**src/design/atc_pkg.sv**
```systemverilog
// ----------------------------------------------------------------------------
// atc_pkg
// Shared widths, constants, types and the arctangent table for the
// accelerometer tilt conditioner.
// ----------------------------------------------------------------------------
package atc_pkg;

    localparam int RAW_W    = 10;   // converter sample and calibration width
    localparam int LIM_W    = 15;   // alarm limit width
    localparam int CFG_W    = 15;   // configuration write data width
    localparam int CFG_IDX_W = 3;   // configuration register index width
    localparam int SUM_W    = 16;   // window sum width
    localparam int G_W      = 16;   // milli-g result width
    localparam int PEAK_W   = 15;   // peak magnitude width
    localparam int FILT_W   = 20;   // filtered milli-g, 4 fraction bits
    localparam int ROLL_W   = 16;
    localparam int PITCH_W  = 15;
    localparam int MAG_W    = 32;   // sum of three squared milli-g values
    localparam int YZ_W     = 40;   // fy^2 + fz^2

    // milli-g mapping
    localparam int NUM_W      = 22;         // (avg - low) * 2000, signed
    localparam int QW         = 24;         // signed quotient minus offset
    localparam int MG_SCALE   = 2000;
    localparam int MG_OFFSET  = 1000;
    localparam int MG_SAT     = 32767;

    // shared divider
    localparam int DIV_W      = 21;         // dividend and quotient width
    localparam int DIVR_W     = 10;         // divisor width
    localparam int DIV_BITS   = 3;          // quotient bits per cycle
    localparam int DIV_GROUPS = DIV_W / DIV_BITS;
    localparam int DIV_CNT_W  = 3;

    // CORDIC
    localparam int CORDIC_STEPS = 20;
    localparam int CORDIC_SHIFT = 20;       // inputs scaled by 2^20
    localparam int CIN_W        = 21;       // signed input width
    localparam int CXW          = 44;       // internal x/y width
    localparam int CZW          = 24;       // angle accumulator width
    localparam int CSTEP_W      = 5;
    localparam int ANG_W        = 16;       // rounded angle width
    localparam int QUARTER_TURN = 9000 * 256;
    localparam int ROUND_HALF   = 128;
    localparam int ROLL_LIM     = 18000;
    localparam int PITCH_LIM    = 9000;

    // integer square root
    localparam int SQ_TOP_BIT = 38;         // highest even bit below YZ_W

    // job queue
    localparam int QUEUE_DEPTH = 2;

    // configuration register indexes
    localparam logic [CFG_IDX_W-1:0] CFG_X_LOW  = 3'd0;
    localparam logic [CFG_IDX_W-1:0] CFG_X_HIGH = 3'd1;
    localparam logic [CFG_IDX_W-1:0] CFG_Y_LOW  = 3'd2;
    localparam logic [CFG_IDX_W-1:0] CFG_Y_HIGH = 3'd3;
    localparam logic [CFG_IDX_W-1:0] CFG_Z_LOW  = 3'd4;
    localparam logic [CFG_IDX_W-1:0] CFG_Z_HIGH = 3'd5;
    localparam logic [CFG_IDX_W-1:0] CFG_ALARM  = 3'd6;

    // calibration reset values
    localparam logic [RAW_W-1:0] RST_X_LOW  = 10'd265;
    localparam logic [RAW_W-1:0] RST_X_HIGH = 10'd398;
    localparam logic [RAW_W-1:0] RST_Y_LOW  = 10'd259;
    localparam logic [RAW_W-1:0] RST_Y_HIGH = 10'd393;
    localparam logic [RAW_W-1:0] RST_Z_LOW  = 10'd281;
    localparam logic [RAW_W-1:0] RST_Z_HIGH = 10'd413;
    localparam logic [LIM_W-1:0] RST_ALARM  = 15'd1000;

    // one finished window, handed from front to back
    typedef struct packed {
        logic [SUM_W-1:0] sum_x;
        logic [SUM_W-1:0] sum_y;
        logic [SUM_W-1:0] sum_z;
        logic             clr;
    } job_t;

    typedef enum logic [3:0] {
        BK_IDLE,
        BK_AVG_START,
        BK_MG_START,
        BK_MG_WAIT,
        BK_AXIS,
        BK_SQ1,
        BK_SQ2,
        BK_ROLL_START,
        BK_ROLL_WAIT,
        BK_PITCH_START,
        BK_PITCH_WAIT,
        BK_DONE
    } back_state_t;

    // atan(2^-i) in 1/256 hundredth-degree units
    function automatic logic signed [CZW-1:0] cordic_atan(input logic [CSTEP_W-1:0] i);
        logic signed [CZW-1:0] v;
        case (i)
            5'd0:    v = 24'sd1152000;
            5'd1:    v = 24'sd680065;
            5'd2:    v = 24'sd359328;
            5'd3:    v = 24'sd182400;
            5'd4:    v = 24'sd91554;
            5'd5:    v = 24'sd45822;
            5'd6:    v = 24'sd22916;
            5'd7:    v = 24'sd11459;
            5'd8:    v = 24'sd5730;
            5'd9:    v = 24'sd2865;
            5'd10:   v = 24'sd1432;
            5'd11:   v = 24'sd716;
            5'd12:   v = 24'sd358;
            5'd13:   v = 24'sd179;
            5'd14:   v = 24'sd90;
            5'd15:   v = 24'sd45;
            5'd16:   v = 24'sd22;
            5'd17:   v = 24'sd11;
            5'd18:   v = 24'sd6;
            5'd19:   v = 24'sd3;
            default: v = 24'sd0;
        endcase
        return v;
    endfunction

endpackage

```
**src/design/atc_div.sv**
```systemverilog
// ----------------------------------------------------------------------------
// atc_div
// Unsigned restoring divider, a few quotient bits per cycle.
// ----------------------------------------------------------------------------
module atc_div (
    input  logic                        aclk,
    input  logic                        aresetn,
    input  logic                        start,
    input  logic [atc_pkg::DIV_W-1:0]   dividend,
    input  logic [atc_pkg::DIVR_W-1:0]  divisor,
    output logic                        done,
    output logic [atc_pkg::DIV_W-1:0]   quotient
);

    logic                           busy_reg;
    logic                           done_reg;
    logic [atc_pkg::DIV_CNT_W-1:0]  cnt_reg;
    logic [atc_pkg::DIVR_W-1:0]     rem_reg, rem_next;
    logic [atc_pkg::DIV_W-1:0]      quo_reg, quo_next;
    logic [atc_pkg::DIVR_W-1:0]     dvs_reg;
    logic [atc_pkg::DIVR_W:0]       trial;

    assign done     = done_reg;
    assign quotient = quo_reg;

    // shift dividend bits out the top, quotient bits in at the bottom
    always_comb begin
        rem_next = rem_reg;
        quo_next = quo_reg;
        trial    = '0;
        for (int k = 0; k < atc_pkg::DIV_BITS; k++) begin
            trial    = {rem_next, quo_next[atc_pkg::DIV_W-1]};
            quo_next = {quo_next[atc_pkg::DIV_W-2:0], 1'b0};
            if (trial >= {1'b0, dvs_reg}) begin
                trial       = trial - {1'b0, dvs_reg};
                quo_next[0] = 1'b1;
            end
            rem_next = trial[atc_pkg::DIVR_W-1:0];
        end
    end

    always_ff @(posedge aclk) begin
        if (!aresetn) begin
            busy_reg <= 1'b0;
            done_reg <= 1'b0;
            cnt_reg  <= '0;
        end else begin
            done_reg <= 1'b0;
            if (start) begin
                busy_reg <= 1'b1;
                cnt_reg  <= '0;
            end else if (busy_reg) begin
                cnt_reg <= cnt_reg + 1'b1;
                if (cnt_reg == atc_pkg::DIV_CNT_W'(atc_pkg::DIV_GROUPS - 1)) begin
                    busy_reg <= 1'b0;
                    done_reg <= 1'b1;
                end
            end
        end
    end

    always_ff @(posedge aclk) begin
        if (start) begin
            rem_reg <= '0;
            quo_reg <= dividend;
            dvs_reg <= divisor;
        end else if (busy_reg) begin
            rem_reg <= rem_next;
            quo_reg <= quo_next;
        end
    end

endmodule

```
**src/design/atc_cordic.sv**
```systemverilog
// ----------------------------------------------------------------------------
// atc_cordic
// Vectoring CORDIC atan2, one iteration per cycle, angle in hundredths of
// a degree rounded half up.
// ----------------------------------------------------------------------------
module atc_cordic (
    input  logic                                aclk,
    input  logic                                aresetn,
    input  logic                                start,
    input  logic signed [atc_pkg::CIN_W-1:0]    y_in,
    input  logic signed [atc_pkg::CIN_W-1:0]    x_in,
    output logic                                done,
    output logic signed [atc_pkg::ANG_W-1:0]    angle
);

    logic                                   busy_reg, done_reg, zero_reg;
    logic [atc_pkg::CSTEP_W-1:0]            step_reg;
    logic signed [atc_pkg::CXW-1:0]         x_reg, y_reg;
    logic signed [atc_pkg::CZW-1:0]         z_reg;
    logic signed [atc_pkg::CXW-1:0]         xs, ys, dx, dy;
    logic signed [atc_pkg::CXW-1:0]         x0, y0;
    logic signed [atc_pkg::CZW-1:0]         z0, zr;

    assign done  = done_reg;
    assign zr    = (z_reg + atc_pkg::CZW'(atc_pkg::ROUND_HALF)) >>> 8;
    assign angle = zero_reg ? '0 : atc_pkg::ANG_W'(zr);

    assign xs = atc_pkg::CXW'(x_in) <<< atc_pkg::CORDIC_SHIFT;
    assign ys = atc_pkg::CXW'(y_in) <<< atc_pkg::CORDIC_SHIFT;
    assign dx = y_reg >>> step_reg;
    assign dy = x_reg >>> step_reg;

    // pre-rotate the left half-plane by a quarter turn
    always_comb begin
        x0 = xs;
        y0 = ys;
        z0 = '0;
        if (xs < 0) begin
            if (ys >= 0) begin
                x0 = ys;
                y0 = -xs;
                z0 = atc_pkg::CZW'(atc_pkg::QUARTER_TURN);
            end else begin
                x0 = -ys;
                y0 = xs;
                z0 = -atc_pkg::CZW'(atc_pkg::QUARTER_TURN);
            end
        end
    end

    always_ff @(posedge aclk) begin
        if (!aresetn) begin
            busy_reg <= 1'b0;
            done_reg <= 1'b0;
            step_reg <= '0;
        end else begin
            done_reg <= 1'b0;
            if (start) begin
                busy_reg <= 1'b1;
                step_reg <= '0;
            end else if (busy_reg) begin
                step_reg <= step_reg + 1'b1;
                if (step_reg == atc_pkg::CSTEP_W'(atc_pkg::CORDIC_STEPS - 1)) begin
                    busy_reg <= 1'b0;
                    done_reg <= 1'b1;
                end
            end
        end
    end

    always_ff @(posedge aclk) begin
        if (start) begin
            x_reg    <= x0;
            y_reg    <= y0;
            z_reg    <= z0;
            zero_reg <= (x_in == '0) && (y_in == '0);
        end else if (busy_reg) begin
            if (y_reg > 0) begin
                x_reg <= x_reg + dx;
                y_reg <= y_reg - dy;
                z_reg <= z_reg + atc_pkg::cordic_atan(step_reg);
            end else begin
                x_reg <= x_reg - dx;
                y_reg <= y_reg + dy;
                z_reg <= z_reg - atc_pkg::cordic_atan(step_reg);
            end
        end
    end

endmodule

```
**src/design/atc_back.sv**
```systemverilog
// ----------------------------------------------------------------------------
// atc_back
// Window processor: milli-g mapping, peaks, low-pass, square root, roll and
// pitch, alarm, and the result register.
// ----------------------------------------------------------------------------
module atc_back #(
    parameter int SAMPLES_PER_RESULT = 10
) (
    input  logic                                    aclk,
    input  logic                                    aresetn,
    input  logic                                    job_valid,
    input  atc_pkg::job_t                           job,
    output logic                                    job_pop,
    input  logic [2:0][atc_pkg::RAW_W-1:0]          cal_low,
    input  logic [2:0][atc_pkg::RAW_W-1:0]          cal_high,
    input  logic [atc_pkg::LIM_W-1:0]               alarm_limit,
    output logic                                    m_valid,
    input  logic                                    m_ready,
    output logic signed [atc_pkg::G_W-1:0]          m_g_x,
    output logic signed [atc_pkg::G_W-1:0]          m_g_y,
    output logic signed [atc_pkg::G_W-1:0]          m_g_z,
    output logic [atc_pkg::PEAK_W-1:0]              m_peak_x,
    output logic [atc_pkg::PEAK_W-1:0]              m_peak_y,
    output logic [atc_pkg::PEAK_W-1:0]              m_peak_z,
    output logic signed [atc_pkg::ROLL_W-1:0]       m_roll,
    output logic signed [atc_pkg::PITCH_W-1:0]      m_pitch,
    output logic                                    m_alarm
);

    localparam int FS_W = atc_pkg::FILT_W + 1;

    // window average by reciprocal multiply, exact for any 16-bit sum
    localparam int RCP_SH = atc_pkg::SUM_W + $clog2(SAMPLES_PER_RESULT);
    localparam int RCP_W  = atc_pkg::SUM_W + 1;
    localparam logic [RCP_W-1:0] RCP_MUL =
        RCP_W'(((64'd1 << RCP_SH) + 64'(SAMPLES_PER_RESULT) - 64'd1) /
               64'(SAMPLES_PER_RESULT));

    atc_pkg::back_state_t state_reg, state_next;

    // working state
    logic [1:0]                                 axis_reg;
    logic [2:0][atc_pkg::SUM_W-1:0]             sum_reg;
    logic [atc_pkg::RAW_W-1:0]                  avg_reg;
    logic                                       neg_reg;
    logic signed [atc_pkg::G_W-1:0]             g_cur_reg;
    logic [2:0][atc_pkg::G_W-1:0]               g_reg;
    logic [2:0][atc_pkg::PEAK_W-1:0]            peak_reg;
    logic [2:0][atc_pkg::FILT_W-1:0]            filt_reg;
    logic [atc_pkg::MAG_W-1:0]                  mag2_reg;
    logic [atc_pkg::YZ_W-1:0]                   yz_reg;
    logic signed [atc_pkg::ANG_W-1:0]           roll_reg;
    logic                                       roll_got_reg;
    logic [atc_pkg::YZ_W-1:0]                   sq_v_reg, sq_r_reg, sq_bit_reg;

    // result register
    logic                                       m_valid_reg;
    logic [2:0][atc_pkg::G_W-1:0]               o_g_reg;
    logic [2:0][atc_pkg::PEAK_W-1:0]            o_peak_reg;
    logic signed [atc_pkg::ROLL_W-1:0]          o_roll_reg;
    logic signed [atc_pkg::PITCH_W-1:0]         o_pitch_reg;
    logic                                       o_alarm_reg;

    // control
    logic                                       div_start, cd_start, out_load;
    logic                                       div_done, cd_done;
    logic [atc_pkg::DIV_W-1:0]                  div_dividend, div_quot;
    logic [atc_pkg::DIVR_W-1:0]                 div_divisor;
    logic signed [atc_pkg::CIN_W-1:0]           cd_y, cd_x;
    logic signed [atc_pkg::ANG_W-1:0]           cd_angle;

    // datapath
    logic [atc_pkg::SUM_W+RCP_W-1:0]            avg_prod;
    logic [atc_pkg::RAW_W-1:0]                  low_sel, high_sel;
    logic signed [atc_pkg::RAW_W:0]             diff_w, span_w;
    logic signed [atc_pkg::NUM_W-1:0]           num_w;
    logic [atc_pkg::DIV_W-1:0]                  num_abs;
    logic [atc_pkg::RAW_W-1:0]                  span_abs;
    logic                                       span_zero;
    logic signed [atc_pkg::QW-1:0]              q_mag, q_sgn, q_off;
    logic signed [atc_pkg::G_W-1:0]             g_sat;
    logic [atc_pkg::PEAK_W-1:0]                 g_abs;
    logic signed [FS_W-1:0]                     filt_sum;
    logic signed [2*atc_pkg::G_W-1:0]           g_sq;
    logic signed [atc_pkg::FILT_W-1:0]          sq_in;
    logic signed [2*atc_pkg::FILT_W-1:0]        f_sq;
    logic [atc_pkg::YZ_W-1:0]                   sq_sum;
    logic signed [atc_pkg::ROLL_W-1:0]          roll_cl;
    logic signed [atc_pkg::ANG_W-1:0]           pitch_cl;
    logic [2*atc_pkg::LIM_W-1:0]                lim_sq;

    atc_div u_div (
        .aclk     (aclk),
        .aresetn  (aresetn),
        .start    (div_start),
        .dividend (div_dividend),
        .divisor  (div_divisor),
        .done     (div_done),
        .quotient (div_quot)
    );

    atc_cordic u_cordic (
        .aclk    (aclk),
        .aresetn (aresetn),
        .start   (cd_start),
        .y_in    (cd_y),
        .x_in    (cd_x),
        .done    (cd_done),
        .angle   (cd_angle)
    );

    // ---------------- window average ----------------
    assign avg_prod = sum_reg[axis_reg] * RCP_MUL;

    // ---------------- milli-g mapping ----------------
    assign low_sel   = cal_low[axis_reg];
    assign high_sel  = cal_high[axis_reg];
    assign diff_w    = $signed({1'b0, avg_reg}) - $signed({1'b0, low_sel});
    assign span_w    = $signed({1'b0, high_sel}) - $signed({1'b0, low_sel});
    assign span_zero = (span_w == '0);
    assign num_w     = atc_pkg::NUM_W'(diff_w) * atc_pkg::NUM_W'(atc_pkg::MG_SCALE);
    assign num_abs   = num_w[atc_pkg::NUM_W-1] ? atc_pkg::DIV_W'(-num_w) :
                                                 atc_pkg::DIV_W'(num_w);
    assign span_abs  = span_w[atc_pkg::RAW_W] ? atc_pkg::RAW_W'(-span_w) :
                                                atc_pkg::RAW_W'(span_w);

    // quotient truncates toward zero, then offset and saturate
    assign q_mag = $signed(atc_pkg::QW'(div_quot));
    assign q_sgn = neg_reg ? -q_mag : q_mag;
    assign q_off = q_sgn - atc_pkg::QW'(atc_pkg::MG_OFFSET);

    always_comb begin
        if (q_off > atc_pkg::QW'(atc_pkg::MG_SAT)) begin
            g_sat = atc_pkg::G_W'(atc_pkg::MG_SAT);
        end else if (q_off < -atc_pkg::QW'(atc_pkg::MG_SAT)) begin
            g_sat = -atc_pkg::G_W'(atc_pkg::MG_SAT);
        end else begin
            g_sat = atc_pkg::G_W'(q_off);
        end
    end

    // ---------------- per-axis update ----------------
    assign g_abs    = g_cur_reg[atc_pkg::G_W-1] ? atc_pkg::PEAK_W'(-g_cur_reg) :
                                                  atc_pkg::PEAK_W'(g_cur_reg);
    assign filt_sum = FS_W'($signed({g_cur_reg, 4'b0000}))
                    + FS_W'($signed(filt_reg[axis_reg]));
    assign g_sq     = g_cur_reg * g_cur_reg;

    // ---------------- fy^2 + fz^2 ----------------
    assign sq_in = (state_reg == atc_pkg::BK_SQ1) ? $signed(filt_reg[1]) :
                                                    $signed(filt_reg[2]);
    assign f_sq  = sq_in * sq_in;
    assign sq_sum = sq_r_reg + sq_bit_reg;

    // ---------------- angles and alarm ----------------
    always_comb begin
        if (roll_reg > atc_pkg::ANG_W'(atc_pkg::ROLL_LIM)) begin
            roll_cl = atc_pkg::ROLL_W'(atc_pkg::ROLL_LIM);
        end else if (roll_reg < -atc_pkg::ANG_W'(atc_pkg::ROLL_LIM)) begin
            roll_cl = -atc_pkg::ROLL_W'(atc_pkg::ROLL_LIM);
        end else begin
            roll_cl = roll_reg;
        end
        if (cd_angle > atc_pkg::ANG_W'(atc_pkg::PITCH_LIM)) begin
            pitch_cl = atc_pkg::ANG_W'(atc_pkg::PITCH_LIM);
        end else if (cd_angle < -atc_pkg::ANG_W'(atc_pkg::PITCH_LIM)) begin
            pitch_cl = -atc_pkg::ANG_W'(atc_pkg::PITCH_LIM);
        end else begin
            pitch_cl = cd_angle;
        end
    end

    assign lim_sq = alarm_limit * alarm_limit;

    // ---------------- next state ----------------
    always_comb begin
        state_next = state_reg;
        case (state_reg)
            atc_pkg::BK_IDLE: begin
                if (job_valid) begin
                    state_next = atc_pkg::BK_AVG_START;
                end
            end
            atc_pkg::BK_AVG_START: state_next = atc_pkg::BK_MG_START;
            atc_pkg::BK_MG_START: begin
                state_next = span_zero ? atc_pkg::BK_AXIS : atc_pkg::BK_MG_WAIT;
            end
            atc_pkg::BK_MG_WAIT: begin
                if (div_done) begin
                    state_next = atc_pkg::BK_AXIS;
                end
            end
            atc_pkg::BK_AXIS: begin
                state_next = (axis_reg == 2'd2) ? atc_pkg::BK_SQ1 : atc_pkg::BK_AVG_START;
            end
            atc_pkg::BK_SQ1:        state_next = atc_pkg::BK_SQ2;
            atc_pkg::BK_SQ2:        state_next = atc_pkg::BK_ROLL_START;
            atc_pkg::BK_ROLL_START: state_next = atc_pkg::BK_ROLL_WAIT;
            atc_pkg::BK_ROLL_WAIT: begin
                if (roll_got_reg && (sq_bit_reg == '0)) begin
                    state_next = atc_pkg::BK_PITCH_START;
                end
            end
            atc_pkg::BK_PITCH_START: state_next = atc_pkg::BK_PITCH_WAIT;
            atc_pkg::BK_PITCH_WAIT: begin
                if (cd_done) begin
                    state_next = atc_pkg::BK_DONE;
                end
            end
            atc_pkg::BK_DONE: begin
                if (!m_valid_reg || m_ready) begin
                    state_next = atc_pkg::BK_IDLE;
                end
            end
            default: state_next = atc_pkg::BK_IDLE;
        endcase
    end

    // ---------------- control outputs ----------------
    always_comb begin
        job_pop      = 1'b0;
        div_start    = 1'b0;
        cd_start     = 1'b0;
        out_load     = 1'b0;
        div_dividend = num_abs;
        div_divisor  = span_abs;
        cd_y         = -atc_pkg::CIN_W'($signed(filt_reg[1]));
        cd_x         = atc_pkg::CIN_W'($signed(filt_reg[2]));
        case (state_reg)
            atc_pkg::BK_IDLE: job_pop = job_valid;
            atc_pkg::BK_MG_START:   div_start = !span_zero;
            atc_pkg::BK_ROLL_START: cd_start = 1'b1;
            atc_pkg::BK_PITCH_START: begin
                cd_start = 1'b1;
                cd_y     = atc_pkg::CIN_W'($signed(filt_reg[0]));
                cd_x     = $signed(atc_pkg::CIN_W'(sq_r_reg));
            end
            atc_pkg::BK_DONE: out_load = !m_valid_reg || m_ready;
            default: ;
        endcase
    end

    // ---------------- control registers ----------------
    always_ff @(posedge aclk) begin
        if (!aresetn) begin
            state_reg    <= atc_pkg::BK_IDLE;
            m_valid_reg  <= 1'b0;
            peak_reg     <= '0;
            filt_reg     <= '0;
            sq_bit_reg   <= '0;
            roll_got_reg <= 1'b0;
        end else begin
            state_reg <= state_next;
            if (out_load) begin
                m_valid_reg <= 1'b1;
            end else if (m_ready) begin
                m_valid_reg <= 1'b0;
            end
            if (job_pop && job.clr) begin
                peak_reg <= '0;
            end else if (state_reg == atc_pkg::BK_AXIS) begin
                if (g_abs > peak_reg[axis_reg]) begin
                    peak_reg[axis_reg] <= g_abs;
                end
                filt_reg[axis_reg] <= filt_sum[FS_W-1:1];
            end
            if (state_reg == atc_pkg::BK_ROLL_START) begin
                sq_bit_reg   <= atc_pkg::YZ_W'(1) << atc_pkg::SQ_TOP_BIT;
                roll_got_reg <= 1'b0;
            end else begin
                if (sq_bit_reg != '0) begin
                    sq_bit_reg <= sq_bit_reg >> 2;
                end
                if ((state_reg == atc_pkg::BK_ROLL_WAIT) && cd_done) begin
                    roll_got_reg <= 1'b1;
                end
            end
        end
    end

    // ---------------- payload registers ----------------
    always_ff @(posedge aclk) begin
        if (job_pop) begin
            sum_reg  <= {job.sum_z, job.sum_y, job.sum_x};
            axis_reg <= 2'd0;
            mag2_reg <= '0;
        end
        if (state_reg == atc_pkg::BK_AVG_START) begin
            avg_reg <= avg_prod[RCP_SH +: atc_pkg::RAW_W];
        end
        if (state_reg == atc_pkg::BK_MG_START) begin
            neg_reg <= num_w[atc_pkg::NUM_W-1] ^ span_w[atc_pkg::RAW_W];
            if (span_zero) begin
                g_cur_reg <= '0;
            end
        end
        if ((state_reg == atc_pkg::BK_MG_WAIT) && div_done) begin
            g_cur_reg <= g_sat;
        end
        if (state_reg == atc_pkg::BK_AXIS) begin
            g_reg[axis_reg] <= g_cur_reg;
            mag2_reg        <= mag2_reg + atc_pkg::MAG_W'(g_sq);
            axis_reg        <= axis_reg + 1'b1;
        end
        if (state_reg == atc_pkg::BK_SQ1) begin
            yz_reg <= atc_pkg::YZ_W'(f_sq);
        end else if (state_reg == atc_pkg::BK_SQ2) begin
            yz_reg <= yz_reg + atc_pkg::YZ_W'(f_sq);
        end
        // integer square root, one result bit per cycle
        if (state_reg == atc_pkg::BK_ROLL_START) begin
            sq_v_reg <= yz_reg;
            sq_r_reg <= '0;
        end else if (sq_bit_reg != '0) begin
            if (sq_v_reg >= sq_sum) begin
                sq_v_reg <= sq_v_reg - sq_sum;
                sq_r_reg <= (sq_r_reg >> 1) + sq_bit_reg;
            end else begin
                sq_r_reg <= sq_r_reg >> 1;
            end
        end
        if ((state_reg == atc_pkg::BK_ROLL_WAIT) && cd_done) begin
            roll_reg <= cd_angle;
        end
        if (out_load) begin
            o_g_reg     <= g_reg;
            o_peak_reg  <= peak_reg;
            o_roll_reg  <= roll_cl;
            o_pitch_reg <= atc_pkg::PITCH_W'(pitch_cl);
            o_alarm_reg <= (mag2_reg > atc_pkg::MAG_W'(lim_sq));
        end
    end

    assign m_valid  = m_valid_reg;
    assign m_g_x    = o_g_reg[0];
    assign m_g_y    = o_g_reg[1];
    assign m_g_z    = o_g_reg[2];
    assign m_peak_x = o_peak_reg[0];
    assign m_peak_y = o_peak_reg[1];
    assign m_peak_z = o_peak_reg[2];
    assign m_roll   = o_roll_reg;
    assign m_pitch  = o_pitch_reg;
    assign m_alarm  = o_alarm_reg;

endmodule

```
**config.mk**
```make
export PLATFORM = sky130hd
export DESIGN_NAME = atc_back
export DESIGN_NICKNAME = d
export VERILOG_FILES = /design/src/design/atc_pkg.sv /design/src/design/atc_div.sv /design/src/design/atc_cordic.sv /design/src/design/atc_back.sv
export SDC_FILE = /design/constraint.sdc
export NUM_CORES = 2
export LEC_CHECK = 0
export BUFFER_PORTS_ARGS = -buffer_cell sky130_fd_sc_hd__buf_4
export CORE_MARGIN = 2
export CORE_UTILIZATION = 30
export DETAILED_ROUTE_END_ITERATION = 12
export PLACE_DENSITY_LB_ADDON = 0.25
export SYNTH_ARGS = -nofsm -noshare
export SYNTH_HDL_FRONTEND = slang
export SYNTH_SLANG_ARGS = --single-unit
```
**constraint.sdc**
```tcl
create_clock -name aclk -period 10.9 [get_ports aclk]
set_input_delay 1.09 -clock aclk [delete_from_list [all_inputs] [get_ports aclk]]
set_output_delay 1.09 -clock aclk [all_outputs]
set_load 0.02 [all_outputs]
```
==> results_dict.tcl <==
set metrics [dict create \
    p_total_mw 29.0 \
    cp_slowest_cell "fa_1" \
    fp.dieW_um 555 \
    vias 71038 \
    place_congestion 0.922 \
    globalRouteOverflowTotal 0 \
    wire_per_inst_um 19.3 \
    setup_viol 0 \
    final_util 0.333 \
    dp.cells 13742 \
    synth-edff-count 522 \
    maxCapViolCount 0 \
    synth_ff_type "edfxtp_1" \
    fin_ws_ps 561 \
    initial_core_util 0.301 \
    relSlewSlack 0.0646 \
    cts.hold.buffers_added 0 \
    grt_pass1_wl_mm 425 \
    synth_cells 9765 \
    p_leak_nw 44.3 \
    peakVddDrop_v 0.00139 \
    cts_tree "built" \
    clk_latency_ps 740 \
    pin_count 255 \
    die-area_um2 308000 \
    first_global_vias 73402 \
    syn_area_per_cell_um2 9.34 \
    largest_reg_flops 60 \
    finClkSkew_ps 50.3 \
    syn_area_um2 91200 \
    grt_use_total 0.173 \
    ff2ff_setup_slack_ps 560 \
    finalWirelength_mm 269 \
    worstReg2RegEnd "yz_reg[38]" \
    dpl.hpwl_mm 213 \
    numCtsBuffers 91 \
    first_iter_violations 5355 \
    ys_warn_count 0 \
    grtUsageMet1 0.236 \
    holdWs_ps 416 \
    path_class "reg2reg" \
    powerDensity_nw_per_um2 287 \
    arrival_ps 10780 \
    fin_crit_ps 10340 \
    stdcell_count 13929 \
    critical_path.endpoint_type "register" \
    numPortBuffers 254 \
    clk_path_buf_depth 3 \
    drc_errors 0 \
    clock-sinks 736 \
    met2_usage 0.289 \
    cpMostUsedCell "fa_1" \
    rows 202 \
    placed_cell_area_um2 97500 \
    cts_root_buf "clkbuf_16" \
    timing.final.max_slew_violations 0 \
    routed_via_density 5.10 \
    r2r_start "state_reg[0]" \
    hold_violations 0 \
    r2r_cells 41 \
    grtUsageMet3 0.0186 \
    status "finished clean" \
    dieHeight_um 555 \
    synth-seq-cells 736 \
    antenna_found_initial 6 \
    htreeDepth 3 \
    crit_required_ps 11350 \
    fmax_mhz 96.7 \
    post-route-period-util 0.948 \
    grt_max_degree 79 \
    dr.pass1.iters 7 \
    grt.busiest_layer "met2" \
    core_um2 303000 \
    crit_fanout 15 \
    whs_endpoint "m_g_z[9]" \
    drive_above_1_share 0.0898 \
    ant_nets 0 \
    tightestPinTransition_ps 1380 \
    fin_area_um2 101000 \
    whs_path_depth 0 \
    cpPeakStageDelay_ps 550 \
    min_path_type "reg2reg" \
    ys_seq_area_frac 0.219 \
    ys_types 111 \
    fin_setup_tns_ps 0 \
    startpoint_type "register" \
    pre_cts_slack_ps 205 \
    final_nets 11740 \
    syn2layout_area_growth_pct 10.6 \
    synthArstFlopShare 0 \
    path_clk_slew_ps 60 \
    holdCritStartpoint "g_reg[41]" \
]
[cell families after synthesis]
logic type | count (synthesis) | synth area share
AO/OA/AOI/OAI | 1943 | 0.134
XOR/XNOR | 652 | 0.0626
adder cells (fa/ha/maj) | 1742 | 0.315
buffers and inverters | 1704 | 0.0732
flip-flops | 736 | 0.219
multiplexers | 440 | 0.0649
other | 2 | 0.0000823
AND/OR/NAND/NOR | 2546 | 0.132
[synthesized netlist by cell type (12+ instances only)]
master	number	area, um^2
buf_2	32	160
o21ai_0	528	2640
o31ai_1	61	458
o21bai_1	59	443
buf_6	13	146
a21o_1	147	1100
nand2b_1	84	526
o41ai_1	15	131
o211a_1	20	200
nand2_1	836	3140
clkbuf_1	300	1130
edfxtp_1	522	15700
dfxtp_1	214	4280
mux4_2	104	2340
o22ai_1	27	169
a22oi_1	13	97.6
mux2_2	90	1010
or2_2	42	263
a31oi_1	86	538
a211oi_1	119	893
buf_1	32	120
nand3_1	157	786
o211ai_1	35	263
inv_1	1296	4860
nor2b_1	93	582
a311oi_1	14	123
xnor2_1	390	3420
nor3b_1	13	97.6
and2_1	192	1200
mux2i_1	238	2380
or4_1	12	90.1
ha_1	821	10300
nand3b_1	15	113
a31o_2	19	166
o21a_1	74	556
nor2_1	687	2580
a21oi_1	514	2570
nand4_1	67	419
nor3_1	137	686
xor2_1	262	2290
a21boi_0	46	345
or3_1	57	357
and3_1	53	332
fa_1	920	18400
nor4_1	49	307
[what timing repair did]
| item | in CTS | in global routing |
|---|---|---|
| endpoints found under the setup margin | 0 | 8 |
| resized for setup | 0 | 21 |
| setup buffers | 0 | 14 |
| endpoints found under the hold margin | 0 | 0 |
[per-layer routing]
| metal | up-vias | wire length (um) |
|---|---|---|
| met5 | - | 0 |
| met4 | 0 | 8080 |
| met3 | 362 | 12700 |
| met2 | 1803 | 126000 |
| met1 | 35287 | 123000 |
| li1 | 33586 | - |
[area by class of cell]
class / count / area [um^2]
antenna: 2 / 5.00
clock buffer: 108 / 2410
clock inverter: 63 / 742
fill: 30834 / 202000
inverter: 1311 / 4940
multi-input combinational: 7326 / 64700
sequential: 736 / 20000
tap: 3978 / 4980
timing repair buffer: 405 / 3090
[layout by cell type, fill, tap and decap left out, drive strengths merged, types with 36 or more instances in the layout]
cell type	count
edfxtp	522
o21ai	539
nand4	67
xnor2	390
o21bai	59
nor2b	93
fa	920
nand2	837
mux4	110
inv	1305
and2	192
ha	821
nand3	159
o21a	74
xor2	262
and3	53
nor2	689
buf	405
a211oi	119
nor4	50
or3	61
or2	43
a21o	147
o211ai	36
clkinv	46
o31ai	62
mux2	91
clkbuf	108
a31oi	86
a21boi	48
nor3	143
mux2i	239
a21oi	515
dfxtp	214
nand2b	84
[power breakdown]
group	switching, mW	total [mW]	leakage [nW]	internal [mW]
sequential	0.155	3.46	6.53	3.30
clock	1.39	3.24	1.51	1.85
combinational	12.7	22.3	36.3	9.65
total	14.2	29.0	44.3	14.8
[worst max-delay path, delay by kind of cell (launching register included)]
kind | cells | cell delay, ps
adder cells (fa/ha/maj) | 9 | 4360
buffers and inverters | 8 | 910
XOR/XNOR | 2 | 320
AO/OA/AOI/OAI | 13 | 2760
multiplexers | 1 | 260
flip-flops | 1 | 310
AND/OR/NAND/NOR | 8 | 1140
[worst max-delay path by stage]
stage,to,from,slack [ps]
after global routing,yz_reg[38],state_reg[0],-10
after floorplan,yz_reg[39],state_reg[0],560
final,yz_reg[38],state_reg[0],560
after global placement,yz_reg[39],state_reg[3],210
after detailed placement,yz_reg[39],state_reg[3],200
after CTS,yz_reg[39],state_reg[2],150
No activity file was read; power rests on OpenSTA's default activity.
